## config.mk

```make
export PLATFORM = sky130hd
export DESIGN_NAME = acked_command_link_engine_unit
export DESIGN_NICKNAME = d
export VERILOG_FILES = /design/src/rtl/acle_pkg.sv /design/src/rtl/acked_command_link_engine_unit.sv /design/src/rtl/acle_datapath.sv /design/src/rtl/acle_ctrl.sv
export SDC_FILE = /design/constraint.sdc
export NUM_CORES = 1
export LEC_CHECK = 0
export BUFFER_PORTS_ARGS = -buffer_cell sky130_fd_sc_hd__buf_2
export CORE_AREA = 4 4 281 283
export CTS_CLUSTER_SIZE = 8
export DETAILED_ROUTE_END_ITERATION = 8
export DIE_AREA = 0 0 285 287
export HOLD_SLACK_MARGIN = 0.06
export PLACE_DENSITY_LB_ADDON = 0.3
export SYNTH_ARGS = -nofsm -noshare
export SYNTH_HDL_FRONTEND = slang
export SYNTH_SLANG_ARGS = --single-unit
```

## constraint.sdc

```tcl
create_clock -name clk_i -period 13.75 [get_ports clk_i]
set_input_delay 1.375 -clock clk_i [delete_from_list [all_inputs] [get_ports clk_i]]
set_output_delay 1.375 -clock clk_i [all_outputs]
set_load 0.005 [all_outputs]
```

## src/rtl/acle_pkg.sv

```systemverilog
`timescale 1ns / 1ps
// ----------------------------------------------------------------------------
// acle_pkg
// Types and constants for the acked command link engine.
// ----------------------------------------------------------------------------
package acle_pkg;

  localparam logic [1:0] CmdPush = 2'd0;
  localparam logic [1:0] CmdTick = 2'd1;
  localparam logic [1:0] CmdRx   = 2'd2;
  localparam logic [1:0] CmdBoot = 2'd3;

  localparam logic [2:0] KindQueued  = 3'd0;
  localparam logic [2:0] KindDropped = 3'd1;
  localparam logic [2:0] KindFull    = 3'd2;
  localparam logic [2:0] KindByte    = 3'd3;
  localparam logic [2:0] KindEmpty   = 3'd4;
  localparam logic [2:0] KindWinFull = 3'd5;
  localparam logic [2:0] KindIgnored = 3'd6;
  localparam logic [2:0] KindAck     = 3'd7;

  localparam logic [7:0] CodeStart    = 8'h01;
  localparam logic [7:0] CodeAck      = 8'h02;
  localparam logic [7:0] CodeGetAdv   = 8'h10;
  localparam logic [7:0] CodeStartAdv = 8'h11;
  localparam logic [7:0] CodeStopAdv  = 8'h12;
  localparam logic [7:0] CodeGetConn  = 8'h20;
  localparam logic [7:0] CodeSwitch   = 8'h21;
  localparam logic [7:0] CodeGetLed   = 8'h30;
  localparam logic [7:0] ResSuccess   = 8'h00;

  localparam logic [1:0] AdvUnknown = 2'd0;
  localparam logic [1:0] AdvOff     = 2'd1;
  localparam logic [1:0] AdvOn      = 2'd2;

  typedef struct packed {
    logic [1:0]  command;
    logic [7:0]  pkt_code;
    logic [3:0]  pkt_length;
    logic [63:0] pkt_body;
    logic [7:0]  rx_type;
    logic [7:0]  rx_sequence;
    logic [7:0]  rx_body_length;
    logic [7:0]  rx_frame_size;
    logic [7:0]  rx_request;
    logic [7:0]  rx_result;
    logic [7:0]  rx_data0;
    logic [7:0]  rx_data1;
  } in_item_t;

  typedef struct packed {
    logic [2:0] out_kind;
    logic [7:0] out_byte;
    logic       out_last;
    logic       boot_done;
    logic [1:0] advertising;
    logic [7:0] connection_id;
    logic [7:0] led_state;
    logic [3:0] link_count;
    logic [7:0] link_mask;
  } out_item_t;

  // controller -> datapath
  typedef struct packed {
    logic load;      // capture item, decide
    logic search;    // step window search
    logic commit;    // apply state change
    logic emit_next; // advance frame byte pointer
  } ctrl_t;

  // datapath -> controller
  typedef struct packed {
    logic search_done;
    logic is_frame;   // item produces a frame
    logic frame_last; // current byte is checksum
  } stat_t;

endpackage

```

## src/rtl/acked_command_link_engine_unit.sv

```systemverilog
`timescale 1ns / 1ps
// ----------------------------------------------------------------------------
// acked_command_link_engine_unit
// Client side of an acknowledged command link: command queue, send window,
// frame generator and ack handling.
// ----------------------------------------------------------------------------
// Channel | Direction | Handshake            | Payload
// in      | input     | in_valid_i/in_stall_o | acle_pkg::in_item_t
// out     | output    | out_valid_o/out_stall_i | acle_pkg::out_item_t
//
// One item at a time. Before its first result an item passes load, a window
// search (one slot a cycle), commit and prep; a frame then gives one byte a
// cycle while the output is not stalled, up to 12 results.
// Reset clears queue pointers, window and status; queue memory is not reset.
// A stalled result holds; the input stays stalled until the last result goes.
// ----------------------------------------------------------------------------
module acked_command_link_engine_unit #(
  parameter int QUEUE_DEPTH    = 8,
  parameter int WINDOW_SLOTS   = 4,
  parameter int MAX_BODY_BYTES = 8,
  parameter int LINK_LIMIT     = 8
) (
  input  logic                clk_i,
  input  logic                rst_ni,
  input  logic                in_valid_i,
  output logic                in_stall_o,
  input  acle_pkg::in_item_t  in_data_i,
  output logic                out_valid_o,
  input  logic                out_stall_i,
  output acle_pkg::out_item_t out_data_o
);
  acle_pkg::ctrl_t ctrl;
  acle_pkg::stat_t stat;

  acle_ctrl u_ctrl (
    .clk_i, .rst_ni, .in_valid_i, .in_stall_o, .out_valid_o, .out_stall_i,
    .stat_i(stat), .ctrl_o(ctrl)
  );

  acle_datapath #(
    .QUEUE_DEPTH(QUEUE_DEPTH), .WINDOW_SLOTS(WINDOW_SLOTS),
    .MAX_BODY_BYTES(MAX_BODY_BYTES), .LINK_LIMIT(LINK_LIMIT)
  ) u_dp (
    .clk_i, .rst_ni, .item_i(in_data_i), .ctrl_i(ctrl), .stat_o(stat),
    .res_o(out_data_o)
  );
endmodule

```

## src/rtl/acle_datapath.sv

```systemverilog
`timescale 1ns / 1ps
// ----------------------------------------------------------------------------
// acle_datapath
// Queue memory, window slots, status registers and frame byte generator.
// ----------------------------------------------------------------------------
module acle_datapath #(
  parameter int QUEUE_DEPTH    = 8,
  parameter int WINDOW_SLOTS   = 4,
  parameter int MAX_BODY_BYTES = 8,
  parameter int LINK_LIMIT     = 8
) (
  input  logic               clk_i,
  input  logic               rst_ni,
  input  acle_pkg::in_item_t item_i,
  input  acle_pkg::ctrl_t    ctrl_i,
  output acle_pkg::stat_t    stat_o,
  output acle_pkg::out_item_t res_o
);
  localparam int QW = $clog2(QUEUE_DEPTH);
  localparam int WW = (WINDOW_SLOTS > 1) ? $clog2(WINDOW_SLOTS) : 1;
  localparam int CW = $clog2(WINDOW_SLOTS + 1);

  logic [19:0] hdr_mem [QUEUE_DEPTH];
  logic [63:0] body_mem [QUEUE_DEPTH];
  logic [QW-1:0] head_q, tail_q, nt;
  logic [7:0] seq_q;
  logic [7:0] slot_q [WINDOW_SLOTS];
  logic boot_q;
  logic [1:0] adv_q;
  logic [7:0] conn_q, led_q, mask_q;
  logic [3:0] cnt_q;

  acle_pkg::in_item_t it_q;
  logic [2:0] kind_q;
  logic is_frame_q;
  logic [7:0] f_code_q, f_seq_q, sum_q;
  logic [3:0] f_len_q, pos_q;
  logic [63:0] f_body_q;
  logic [CW-1:0] scan_q;
  logic found_q;
  logic [WW-1:0] hit_q;

  // registered queue read at head
  logic [19:0] rd_hdr_q;
  logic [63:0] rd_body_q;
  always_ff @(posedge clk_i) begin
    rd_hdr_q  <= hdr_mem[head_q];
    rd_body_q <= body_mem[head_q];
  end

  assign nt = (tail_q == QW'(QUEUE_DEPTH - 1)) ? '0 : tail_q + 1'b1;

  logic [3:0] len_sat;
  logic [63:0] body_msk;
  always_comb begin
    len_sat = (item_i.pkt_length > 4'(MAX_BODY_BYTES)) ? 4'(MAX_BODY_BYTES)
                                                      : item_i.pkt_length;
    for (int b = 0; b < 8; b++)
      body_msk[b*8 +: 8] = (4'(b) < len_sat) ? item_i.pkt_body[b*8 +: 8] : 8'h00;
  end

  logic rx_bad;
  assign rx_bad = (item_i.rx_frame_size < 8'd3) ||
                  ((9'(item_i.rx_body_length) + 9'd4) != 9'(item_i.rx_frame_size)) ||
                  (item_i.rx_type != acle_pkg::CodeAck);

  logic [7:0] scan_val, key;
  assign scan_val = slot_q[scan_q[WW-1:0]];
  // tick searches for an empty slot, ack for its sequence
  assign key = (it_q.command == acle_pkg::CmdTick) ? 8'h00 : it_q.rx_sequence;

  always_ff @(posedge clk_i or negedge rst_ni) begin
    if (!rst_ni) begin
      head_q <= '0; tail_q <= '0; seq_q <= 8'd1;
      for (int s = 0; s < WINDOW_SLOTS; s++) slot_q[s] <= 8'h00;
      boot_q <= 1'b0; adv_q <= acle_pkg::AdvUnknown;
      conn_q <= '0; led_q <= '0; cnt_q <= '0; mask_q <= '0;
      kind_q <= '0; is_frame_q <= 1'b0; scan_q <= '0; found_q <= 1'b0;
      hit_q <= '0; pos_q <= '0; sum_q <= '0;
    end else begin
      if (ctrl_i.load) begin
        is_frame_q <= 1'b0; scan_q <= '0; found_q <= 1'b0; pos_q <= '0;
        unique case (item_i.command)
          acle_pkg::CmdPush: begin
            if (head_q == nt) kind_q <= acle_pkg::KindFull;
            else if (!boot_q) kind_q <= acle_pkg::KindDropped;
            else begin
              kind_q <= acle_pkg::KindQueued;
              tail_q <= nt;
              seq_q  <= (seq_q == 8'hFF) ? 8'd1 : seq_q + 8'd1;
            end
          end
          acle_pkg::CmdTick: kind_q <= (head_q == tail_q) ? acle_pkg::KindEmpty
                                                           : acle_pkg::KindByte;
          acle_pkg::CmdRx: kind_q <= rx_bad ? acle_pkg::KindIgnored : acle_pkg::KindAck;
          acle_pkg::CmdBoot: begin
            kind_q <= acle_pkg::KindByte; is_frame_q <= 1'b1;
          end
          default: kind_q <= acle_pkg::KindIgnored;
        endcase
      end
      if (ctrl_i.search && !found_q && scan_q != CW'(WINDOW_SLOTS)) begin
        if (scan_val == key) begin found_q <= 1'b1; hit_q <= scan_q[WW-1:0]; end
        scan_q <= scan_q + 1'b1;
      end
      if (ctrl_i.commit) begin
        if (it_q.command == acle_pkg::CmdTick && kind_q == acle_pkg::KindByte) begin
          // seq from queue is never zero
          if (!found_q) kind_q <= acle_pkg::KindWinFull;
          else begin
            slot_q[hit_q] <= rd_hdr_q[15:8];
            head_q <= (head_q == QW'(QUEUE_DEPTH - 1)) ? '0 : head_q + 1'b1;
            is_frame_q <= 1'b1;
          end
        end
        if (it_q.command == acle_pkg::CmdRx && kind_q == acle_pkg::KindAck) begin
          if (it_q.rx_request == acle_pkg::CodeStart) boot_q <= 1'b1;
          else if (it_q.rx_sequence != 8'h00 && found_q) slot_q[hit_q] <= 8'h00;
          if (it_q.rx_result == acle_pkg::ResSuccess) begin
            unique case (it_q.rx_request)
              acle_pkg::CodeGetAdv:
                adv_q <= (it_q.rx_data0 == 8'h00) ? acle_pkg::AdvOff : acle_pkg::AdvOn;
              acle_pkg::CodeStartAdv: adv_q <= acle_pkg::AdvOn;
              acle_pkg::CodeStopAdv:  adv_q <= acle_pkg::AdvOff;
              acle_pkg::CodeGetConn: begin
                cnt_q  <= (it_q.rx_data0 > 8'(LINK_LIMIT)) ? 4'(LINK_LIMIT)
                                                          : it_q.rx_data0[3:0];
                mask_q <= it_q.rx_data1;
              end
              acle_pkg::CodeSwitch: conn_q <= it_q.rx_data0;
              acle_pkg::CodeGetLed: led_q  <= it_q.rx_data0;
              default: ;
            endcase
          end
        end
        sum_q <= 8'h00;
      end
      if (ctrl_i.emit_next) begin
        sum_q <= sum_q + res_o.out_byte;
        pos_q <= pos_q + 4'd1;
      end
    end
  end

  always_ff @(posedge clk_i) begin
    if (ctrl_i.load) begin
      it_q <= item_i;
      if (item_i.command == acle_pkg::CmdPush && head_q != nt && boot_q) begin
        hdr_mem[tail_q]  <= {len_sat, seq_q, item_i.pkt_code};
        body_mem[tail_q] <= body_msk;
      end
    end
    if (ctrl_i.commit) begin
      if (it_q.command == acle_pkg::CmdBoot) begin
        f_code_q <= acle_pkg::CodeStart; f_seq_q <= 8'h00; f_len_q <= 4'd0;
        f_body_q <= '0;
      end else begin
        f_code_q <= rd_hdr_q[7:0]; f_seq_q <= rd_hdr_q[15:8];
        f_len_q <= rd_hdr_q[19:16]; f_body_q <= rd_body_q;
      end
    end
  end

  logic [7:0] fbyte;
  always_comb begin
    if (pos_q == 4'd0) fbyte = f_code_q;
    else if (pos_q == 4'd1) fbyte = f_seq_q;
    else if (pos_q == 4'd2) fbyte = {4'd0, f_len_q};
    else if (pos_q == f_len_q + 4'd3) fbyte = sum_q;
    else fbyte = f_body_q[3'(pos_q - 4'd3)*8 +: 8];
  end

  assign stat_o.search_done = found_q || (scan_q == CW'(WINDOW_SLOTS));
  assign stat_o.is_frame    = is_frame_q;
  assign stat_o.frame_last  = (pos_q == f_len_q + 4'd3);

  assign res_o.out_kind      = is_frame_q ? acle_pkg::KindByte : kind_q;
  assign res_o.out_byte      = is_frame_q ? fbyte : 8'h00;
  assign res_o.out_last      = is_frame_q ? stat_o.frame_last : 1'b1;
  assign res_o.boot_done     = boot_q;
  assign res_o.advertising   = adv_q;
  assign res_o.connection_id = conn_q;
  assign res_o.led_state     = led_q;
  assign res_o.link_count    = cnt_q;
  assign res_o.link_mask     = mask_q;
endmodule

```

## src/rtl/acle_ctrl.sv

```systemverilog
`timescale 1ns / 1ps
// ----------------------------------------------------------------------------
// acle_ctrl
// Sequencer: load, window search, commit, result delivery.
// ----------------------------------------------------------------------------
module acle_ctrl (
  input  logic            clk_i,
  input  logic            rst_ni,
  input  logic            in_valid_i,
  output logic            in_stall_o,
  output logic            out_valid_o,
  input  logic            out_stall_i,
  input  acle_pkg::stat_t stat_i,
  output acle_pkg::ctrl_t ctrl_o
);
  typedef enum logic [4:0] {
    StIdle   = 5'b00001,
    StSearch = 5'b00010,
    StCommit = 5'b00100,
    StPrep   = 5'b01000,
    StOut    = 5'b10000
  } state_e;

  state_e state_q, state_d;

  always_comb begin
    state_d = state_q;
    ctrl_o  = '0;
    in_stall_o  = 1'b1;
    out_valid_o = 1'b0;
    unique case (state_q)
      StIdle: begin
        in_stall_o = 1'b0;
        if (in_valid_i) begin ctrl_o.load = 1'b1; state_d = StSearch; end
      end
      StSearch: begin
        ctrl_o.search = 1'b1;
        if (stat_i.search_done) state_d = StCommit;
      end
      StCommit: begin ctrl_o.commit = 1'b1; state_d = StPrep; end
      StPrep: state_d = StOut;
      StOut: begin
        out_valid_o = 1'b1;
        if (!out_stall_i) begin
          if (stat_i.is_frame && !stat_i.frame_last) ctrl_o.emit_next = 1'b1;
          else state_d = StIdle;
        end
      end
      default: state_d = StIdle;
    endcase
  end

  always_ff @(posedge clk_i or negedge rst_ni) begin
    if (!rst_ni) state_q <= StIdle;
    else state_q <= state_d;
  end
endmodule

```

==> results.md, run 1 <==
* Outcome: complete, no violations
* Syn Nets at 2145
* FP Rows at a little over 100
* Placed cells at ~3200
* Port Buf Inserts at 190
* DR iter-0 viols at between 1000 and 1500
* Synth warnings at 0
* Nets@finish at 2422
* Cell Count, Final, Fillers Out at approximately 3400
* Final period utilization at approximately two fifths
* All-layer global routing usage at about a fifth
* Initial antenna violation count at 4
* Drt first pass iters at 5
* Synth area leaders: edfxtp_1 (63%), mux4_2 (11%), dfrtp_1 (6.7%)
* Setup bufs post-CTS at 0
* Yosys top cell area share at 63.0%
* Clock Tree Buf Depth at 3
* Crit path max fanout at 23
* Critical setup path kind: flop to output pin
* Post-CTS resize count at 0
* Area after DPL at about 40000 sq um
* Synth Flop Type: edfxtp_1
* Number of global-route vias before repair at about 20000
* Final HPWL DP at ~50000 microns
* Final setup violation count at 0
* Die Height at roughly 290 microns
* Synthesized-area fraction occupied by adder cells at 0.710%
* Compound-Gate Fraction of Synth Area at roughly 1.8%
* Worst Setup SP: u_dp.pos_q[0]
* Width of the die at ~290 microns
* Critical Path Max Stage Delay at about 1.1 ns
* Area Growth Syn to Fin at 16.9%
* CP Capture Type: output pin
* Post-Syn Instances at about 2000
* Relative max-transition margin at about 14%
* Cell area after layout at 44500 sq um
* Hold-fix buffers at CTS at 0
* Number of max-cap violations at 0
* Max-slew violation count at 0
* Final setup skew at between 0.03 and 0.04 ns
* Avg Cell Area, Syn at 19.2 sq um
* Initial Util at approximately half
* GP Congestion at around 0.9
* Final Hold Viols at 0
* Via count at between 15000 and 20000
* Synth Area in XOR/XNOR at less than 1%
* Full die area at about 82000 sq um
* Largest area contributor in the netlist: edfxtp_1
* First-pass GRT wire length at 125000 microns
* GRT overflow at 0
* CTS Buf Count at between 100 and 150
* Antenna viol nets, final at 0
* HP Class: flop to flop
* Worst Path Required at 12.38 ns
* Top cells by count, synth: edfxtp_1 (798), mux4_2 (192), mux2_2 (118)
* PwrDens at between 150 and 200 nW/um^2
* Core Footprint at roughly 77000 sq um
* LEAKAGE at 15.4 nW
* Routed wire length at around 82000 microns
* Synthesized cell area at ~38000 sq um
* I/O pins at between 150 and 200
* Vias per Instance at between 5 and 6
* Min Tclk post-route at approximately 5.6 ns
* CTS tree: built
* CP max-delay cell: dfrtp_1
* EDFF count, synth at 798
* Fraction of layout cells with a size suffix above 1 at between 30% and 40%
* Worst r2r src: u_dp.pos_q[0]
* Largest net degree at the start of global routing at 85
* Ys async rst share at 10.5%
* Sequential share of the synthesized area at between 70 and 80%
* CTS clk-pin slew, worst paths at around 0.05 ns
* Critical Path Start Type: flop
* FF+latch count, synth at around 990
* CP Data Arrival Time at about 4.3 ns
* Max IR drop VDD at around 0.10 mV
* Root Buffer: clkbuf_16
* Worst-Margin Slew at approximately 1.3 ns
* Post-Synth Simple-Gate Area at around 5.5%
* Post-synthesis mux area share at 15.9%
* Worst-skew pair later-pin latency at ~0.7 ns
* Clock Sinks at just under 1000
* Most numerous cell in the Yosys netlist: edfxtp_1
* Fmax at 177 MHz
* RSZ-0062 raised after global routing: false
* Crit-path cells: inv_1 > ha_1 > mux4_2 > mux2i_1 > a221oi_1 > a311oi_1 > o21ai_0 > buf_2
* DRC at 0
* Number of distinct library cells after synthesis at 62
* H-tree depth at 4
* Hold Startpoint: u_dp.it_q[5]
* Drt wl/cell at roughly 24 microns
* Largest family of logic cells by synthesized area: multiplexers
* TNS Setup at 0 ns
[where the power goes]
group / internal (W) / switching [W] / leakage (nW) / total (W)
clock network: 0.00196 / 0.00125 / 1.99 / 0.00321
logic: 0.000137 / 0.000217 / 4.12 / 0.000354
registers: 0.00333 / 0.0000688 / 9.28 / 0.00340
[stage by stage]
stage / setup slack, ns / util (%) / power, W / hold slack, ns
3_5_place_dp: 8.18 / 52.5 / 0.00381 / 0.473
3_3_place_gp: 8.33 / 52.5 / 0.00379 / 0.462
4_1_cts: 8.08 / 58.0 / 0.00703 / 0.483
2_1_floorplan: 1.47 / - / 0.00365 / 0.445
5_1_grt: 7.71 / 58.0 / 0.00722 / 0.484
6_report: 8.10 / 58.0 / 0.00696 / 0.477
[logic make-up after synthesis]
kind of cell,count (synthesis)
DFF,986
AOI/OAI and AO/OA,108
muxes,350
and+or+nand+nor,370
buffers and inverters,108
adders and majority gates,21
xor gates and xnor gates,35
[layout make-up]
| type | count | area [sq um] |
|---|---|---|
| Clock buffer | 245 | 3950 |
| Tap cell | 1040 | 1300 |
| Antenna cell | 1 | 2.50 |
| Sequential cell | 986 | 28300 |
| Inverter | 22 | 83.8 |
| Clock inverter | 15 | 259 |
| Timing Repair Buffer | 220 | 1180 |
| Multi-Input combinational cell | 884 | 9450 |
| Fill cell | 5598 | 32200 |
[placed cells by master, fill, tap and decap left out, types with 6 or more instances in the layout]
cell type,count
edfxtp_1,798
and2_1,102
buf_2,189
a211oi_1,6
clkbuf_16,142
dfxtp_1,84
a21oi_1,15
nor3_1,14
and3_1,9
clkbuf_1,102
ha_1,20
nor4_1,8
nor2b_1,58
dfrtp_1,99
mux4_2,192
nand2_1,47
o21ai_0,41
inv_1,20
mux2_2,118
mux2i_1,40
nand3_1,24
xnor2_1,20
o211ai_1,6
buf_4,30
nor2_1,60
xor2_1,14
[routing by layer]
metal	global-route usage, %	routed length [microns]	vias to the layer above
li1	-	-	8402
met4	7.91	2370	4
met3	3.96	4680	135
met5	0	18	-
met1	27.2	34300	9894
met2	33.5	40800	623
[final timing paths]
kind / to / cells after the start / slack [ns]
max: out_data_o[35] / 8 / 8.10
min: u_dp.mask_q[5] / 1 / 0.48
max reg2reg: u_dp.sum_q[7] / 15 / 8.77
min reg2reg: u_dp.mask_q[5] / 1 / 0.48
max in group asynchronous: u_dp.head_q[2] / 2 / 11.65
min in group asynchronous: u_dp.hit_q[1] / 1 / 0.55
[state kept, by name (all words and copies together), names as in the netlist, 8 cells and up]
name	count
u_dp.slot_q	32
u_dp.f_seq_q	8
u_dp.f_body_q	64
u_dp.sum_q	8
u_dp.rd_hdr_q	20
u_dp.seq_q	8
u_dp.led_q	8
u_dp.conn_q	8
u_dp.body_mem	512
u_dp.mask_q	8
u_dp.it_q	42
u_dp.rd_body_q	64
u_dp.f_code_q	8
u_dp.hdr_mem	160
[worst max-delay path, delay by kind of cell, from the launching register on]
family | cells | cell delay (ns)
compound gates | 3 | 0.63
flops | 1 | 1.09
mux | 2 | 0.69
buf+inv | 2 | 0.40
fa+ha+maj | 1 | 0.77
Note: power is estimated with default switching activity, not from simulation.
==> run 2: changes to the inputs <==
Clock period 13.75 ns to 5.2 ns, I/O delays scaled along.
==> results.md, run 2 (synthesis gave the netlist of run 1 again) <==
* Outcome: complete, no violations
* Initial antenna violation count at 2
* Area Growth Syn to Fin at 19.0%
* I/O pins at 191
* Drt first pass iters at 5
* Number of global-route vias before repair at 20601
* Setup slack, reg-to-reg at approximately 0.77 ns
* Commonest non-fill, non-tap cell in the layout: edfxtp_1
* Placed cells at between 3000 and 4000
* Worst Hold Path EP: u_dp.it_q[140]
* Die Height at between 200 and 300 microns
* DRC at 0
* N_diodes at 0
* Drt wl/cell at 23.7 microns
* Critical setup path kind: flop to flop
* Crit-path cells: buf_4 > inv_1 > ha_1 > mux4_2 > mux2i_1 > o21ai_0 > o21ai_0 > a211oi_1 > o21a_1 > ha_1 > fa_1 > a21o_1 > a21oi_1 > o21bai_1 > a21oi_1 > xor2_1 > o21ai_0
* Max-slew violation count at 0
* Worst r2r src: u_dp.pos_q[0]
* PwrDens at just over 400 nW/um^2
* Final period utilization at 85.2%
* Final setup violation count at 0
* Hold Startpoint: in_data_i[140]
* Fraction of layout cells with a size suffix above 1 at ~30%
* Largest regs: u_dp.body_mem (512), u_dp.hdr_mem (160)
* CTS tree: built
* CTS clk-pin slew, worst paths at around 0.05 ns
* Fin util at roughly three fifths
* Worst-skew pair later-pin latency at 0.72 ns
* Hold Slack at between 0.15 and 0.2 ns
* All-layer global routing usage at roughly a fifth
* Cell area after layout at ~45000 sq um
* GP Congestion at roughly 0.84
* HP Class: input port to flop
* Antenna viol nets, final at 0
* Port Buf Inserts at 190
* Post-CTS resize count at 0
* Vias per Instance at between 5 and 6
* Final Hold Viols at 0
* Core Footprint at between 70000 and 80000 sq um
* Fillers at between 5000 and 6000
* Initial Util at about half
* Worst Path Required at about 5.8 ns
* RSZ-0062 raised after global routing: false
* Family with the most delay on the worst path: compound AO/OA/AOI/OAI gates
* CP Data Arrival Time at 4.99 ns
* Worst-Margin Slew at between 1 and 1.5 ns
* LEAKAGE at around 16 nW
* Relative max-transition margin at approximately a fifth
* Crit path top cell by count: o21ai_0
* CP max-delay cell: ha_1
* Fmax at 226 MHz
* Biggest register: u_dp.body_mem
* Most frequent cells in the layout: edfxtp_1 (798), mux4_2 (192), buf_2 (189), clkbuf_16 (143), mux2_2 (118)
* Final setup skew at roughly 0.031 ns
* Crit path buf inv count at 2
* Max IR drop VDD at about 0.3 mV
* Routed wire length at between 80000 and 90000 microns
* Min Tclk post-route at ~4.4 ns
* Number of max-cap violations at 0
* Largest register FFs at about 510
* Critical Path Max Stage Delay at ~0.7 ns
* Final HPWL DP at ~48000 microns
* Hold path depth at 1
* H-tree depth at 4
* Crit path max fanout at 23
* Full die area at 81800 sq um
* FP Rows at approximately 100
* DR iter-0 viols at between 1500 and 2000
* Clock Tree Buf Depth at 3
* Area after DPL at a little over 40000 sq um
* CP Capture Type: flop
* First-pass GRT wire length at around 130000 microns
* R2R Path End: u_dp.sum_q[6]
* Largest net degree at the start of global routing at 85
* CTS Buf Count at between 100 and 150
* Width of the die at ~290 microns
* Reg2Reg Depth at 17
* Root Buffer: clkbuf_16
* Via count at ~19000
* Clock Sinks at roughly 990
* Nets@finish at 2482
* Cell Count, Final, Fillers Out at 3465
* GRT overflow at 0
* Critical Path Start Type: flop
## run 2: cell count changes in the layout (fill, tap and decap cells not counted), moves of 3 or more
cell	previous run	this run
dlygate4sd3_1	0	51
buf_12	0	13
clkbuf_1	102	96
buf_4	30	27
inv_6	4	1
## run 2: metrics by stage
stage | setup TNS [ns] | worst slack, ns | power (W)
detailed placement | 0 | 0.892 | 0.0101
global route | 0 | 0.423 | 0.0191
global placement | 0 | 0.910 | 0.0100
finish | 0 | 0.767 | 0.0184
CTS | 0 | 0.806 | 0.0186
floorplan | -38.41 | -0.457 | 0.00967
## run 2: routing by layer
metal,vias to the layer above,wire length [microns],track usage [%]
met2,622,41200,33.6
met4,0,1500,5.42
li1,8529,-,-
met5,-,0,0
met3,130,5100,4.56
met1,10032,34500,27.6
## run 2: how the worst max path moves through the flow
stage / startpoint / to / slack [ns] / cells after the start
floorplan: u_ctrl.state_q[2] / u_dp.body_mem[5][0] / -0.46 / 6
global placement: u_dp.pos_q[0] / u_dp.sum_q[6] / 0.91 / 17
detailed placement: u_dp.pos_q[0] / u_dp.sum_q[6] / 0.89 / 17
CTS: u_dp.pos_q[0] / u_dp.sum_q[6] / 0.81 / 17
global route: u_dp.pos_q[0] / u_dp.sum_q[6] / 0.42 / 17
finish: u_dp.pos_q[0] / u_dp.sum_q[6] / 0.77 / 17
## run 2: area by class of cell
type	instances	area, sq um	area share [%]
clock buffer	240	3950	8.72
timing repair buffer	280	1920	4.24
clock inverter	13	255	0.563
inverter	22	110	0.243
sequential	986	28300	62.4
multi-input combinational	884	9510	21.0
tap	1040	1300	2.87
## run 2: where the power goes
part | total, W | internal, W | switching, W
clock | 0.00846 | 0.00518 | 0.00328
sequential | 0.00899 | 0.00881 | 0.000184
combinational | 0.000987 | 0.000407 | 0.000580
total | 0.0184 | 0.0144 | 0.00405
## run 2: timing repair
action / 4_1_cts / 5_1_grt
buffers inserted: 0 / 0
hold buffers: 51 / 0
hold endpoints to repair: 156 / 0
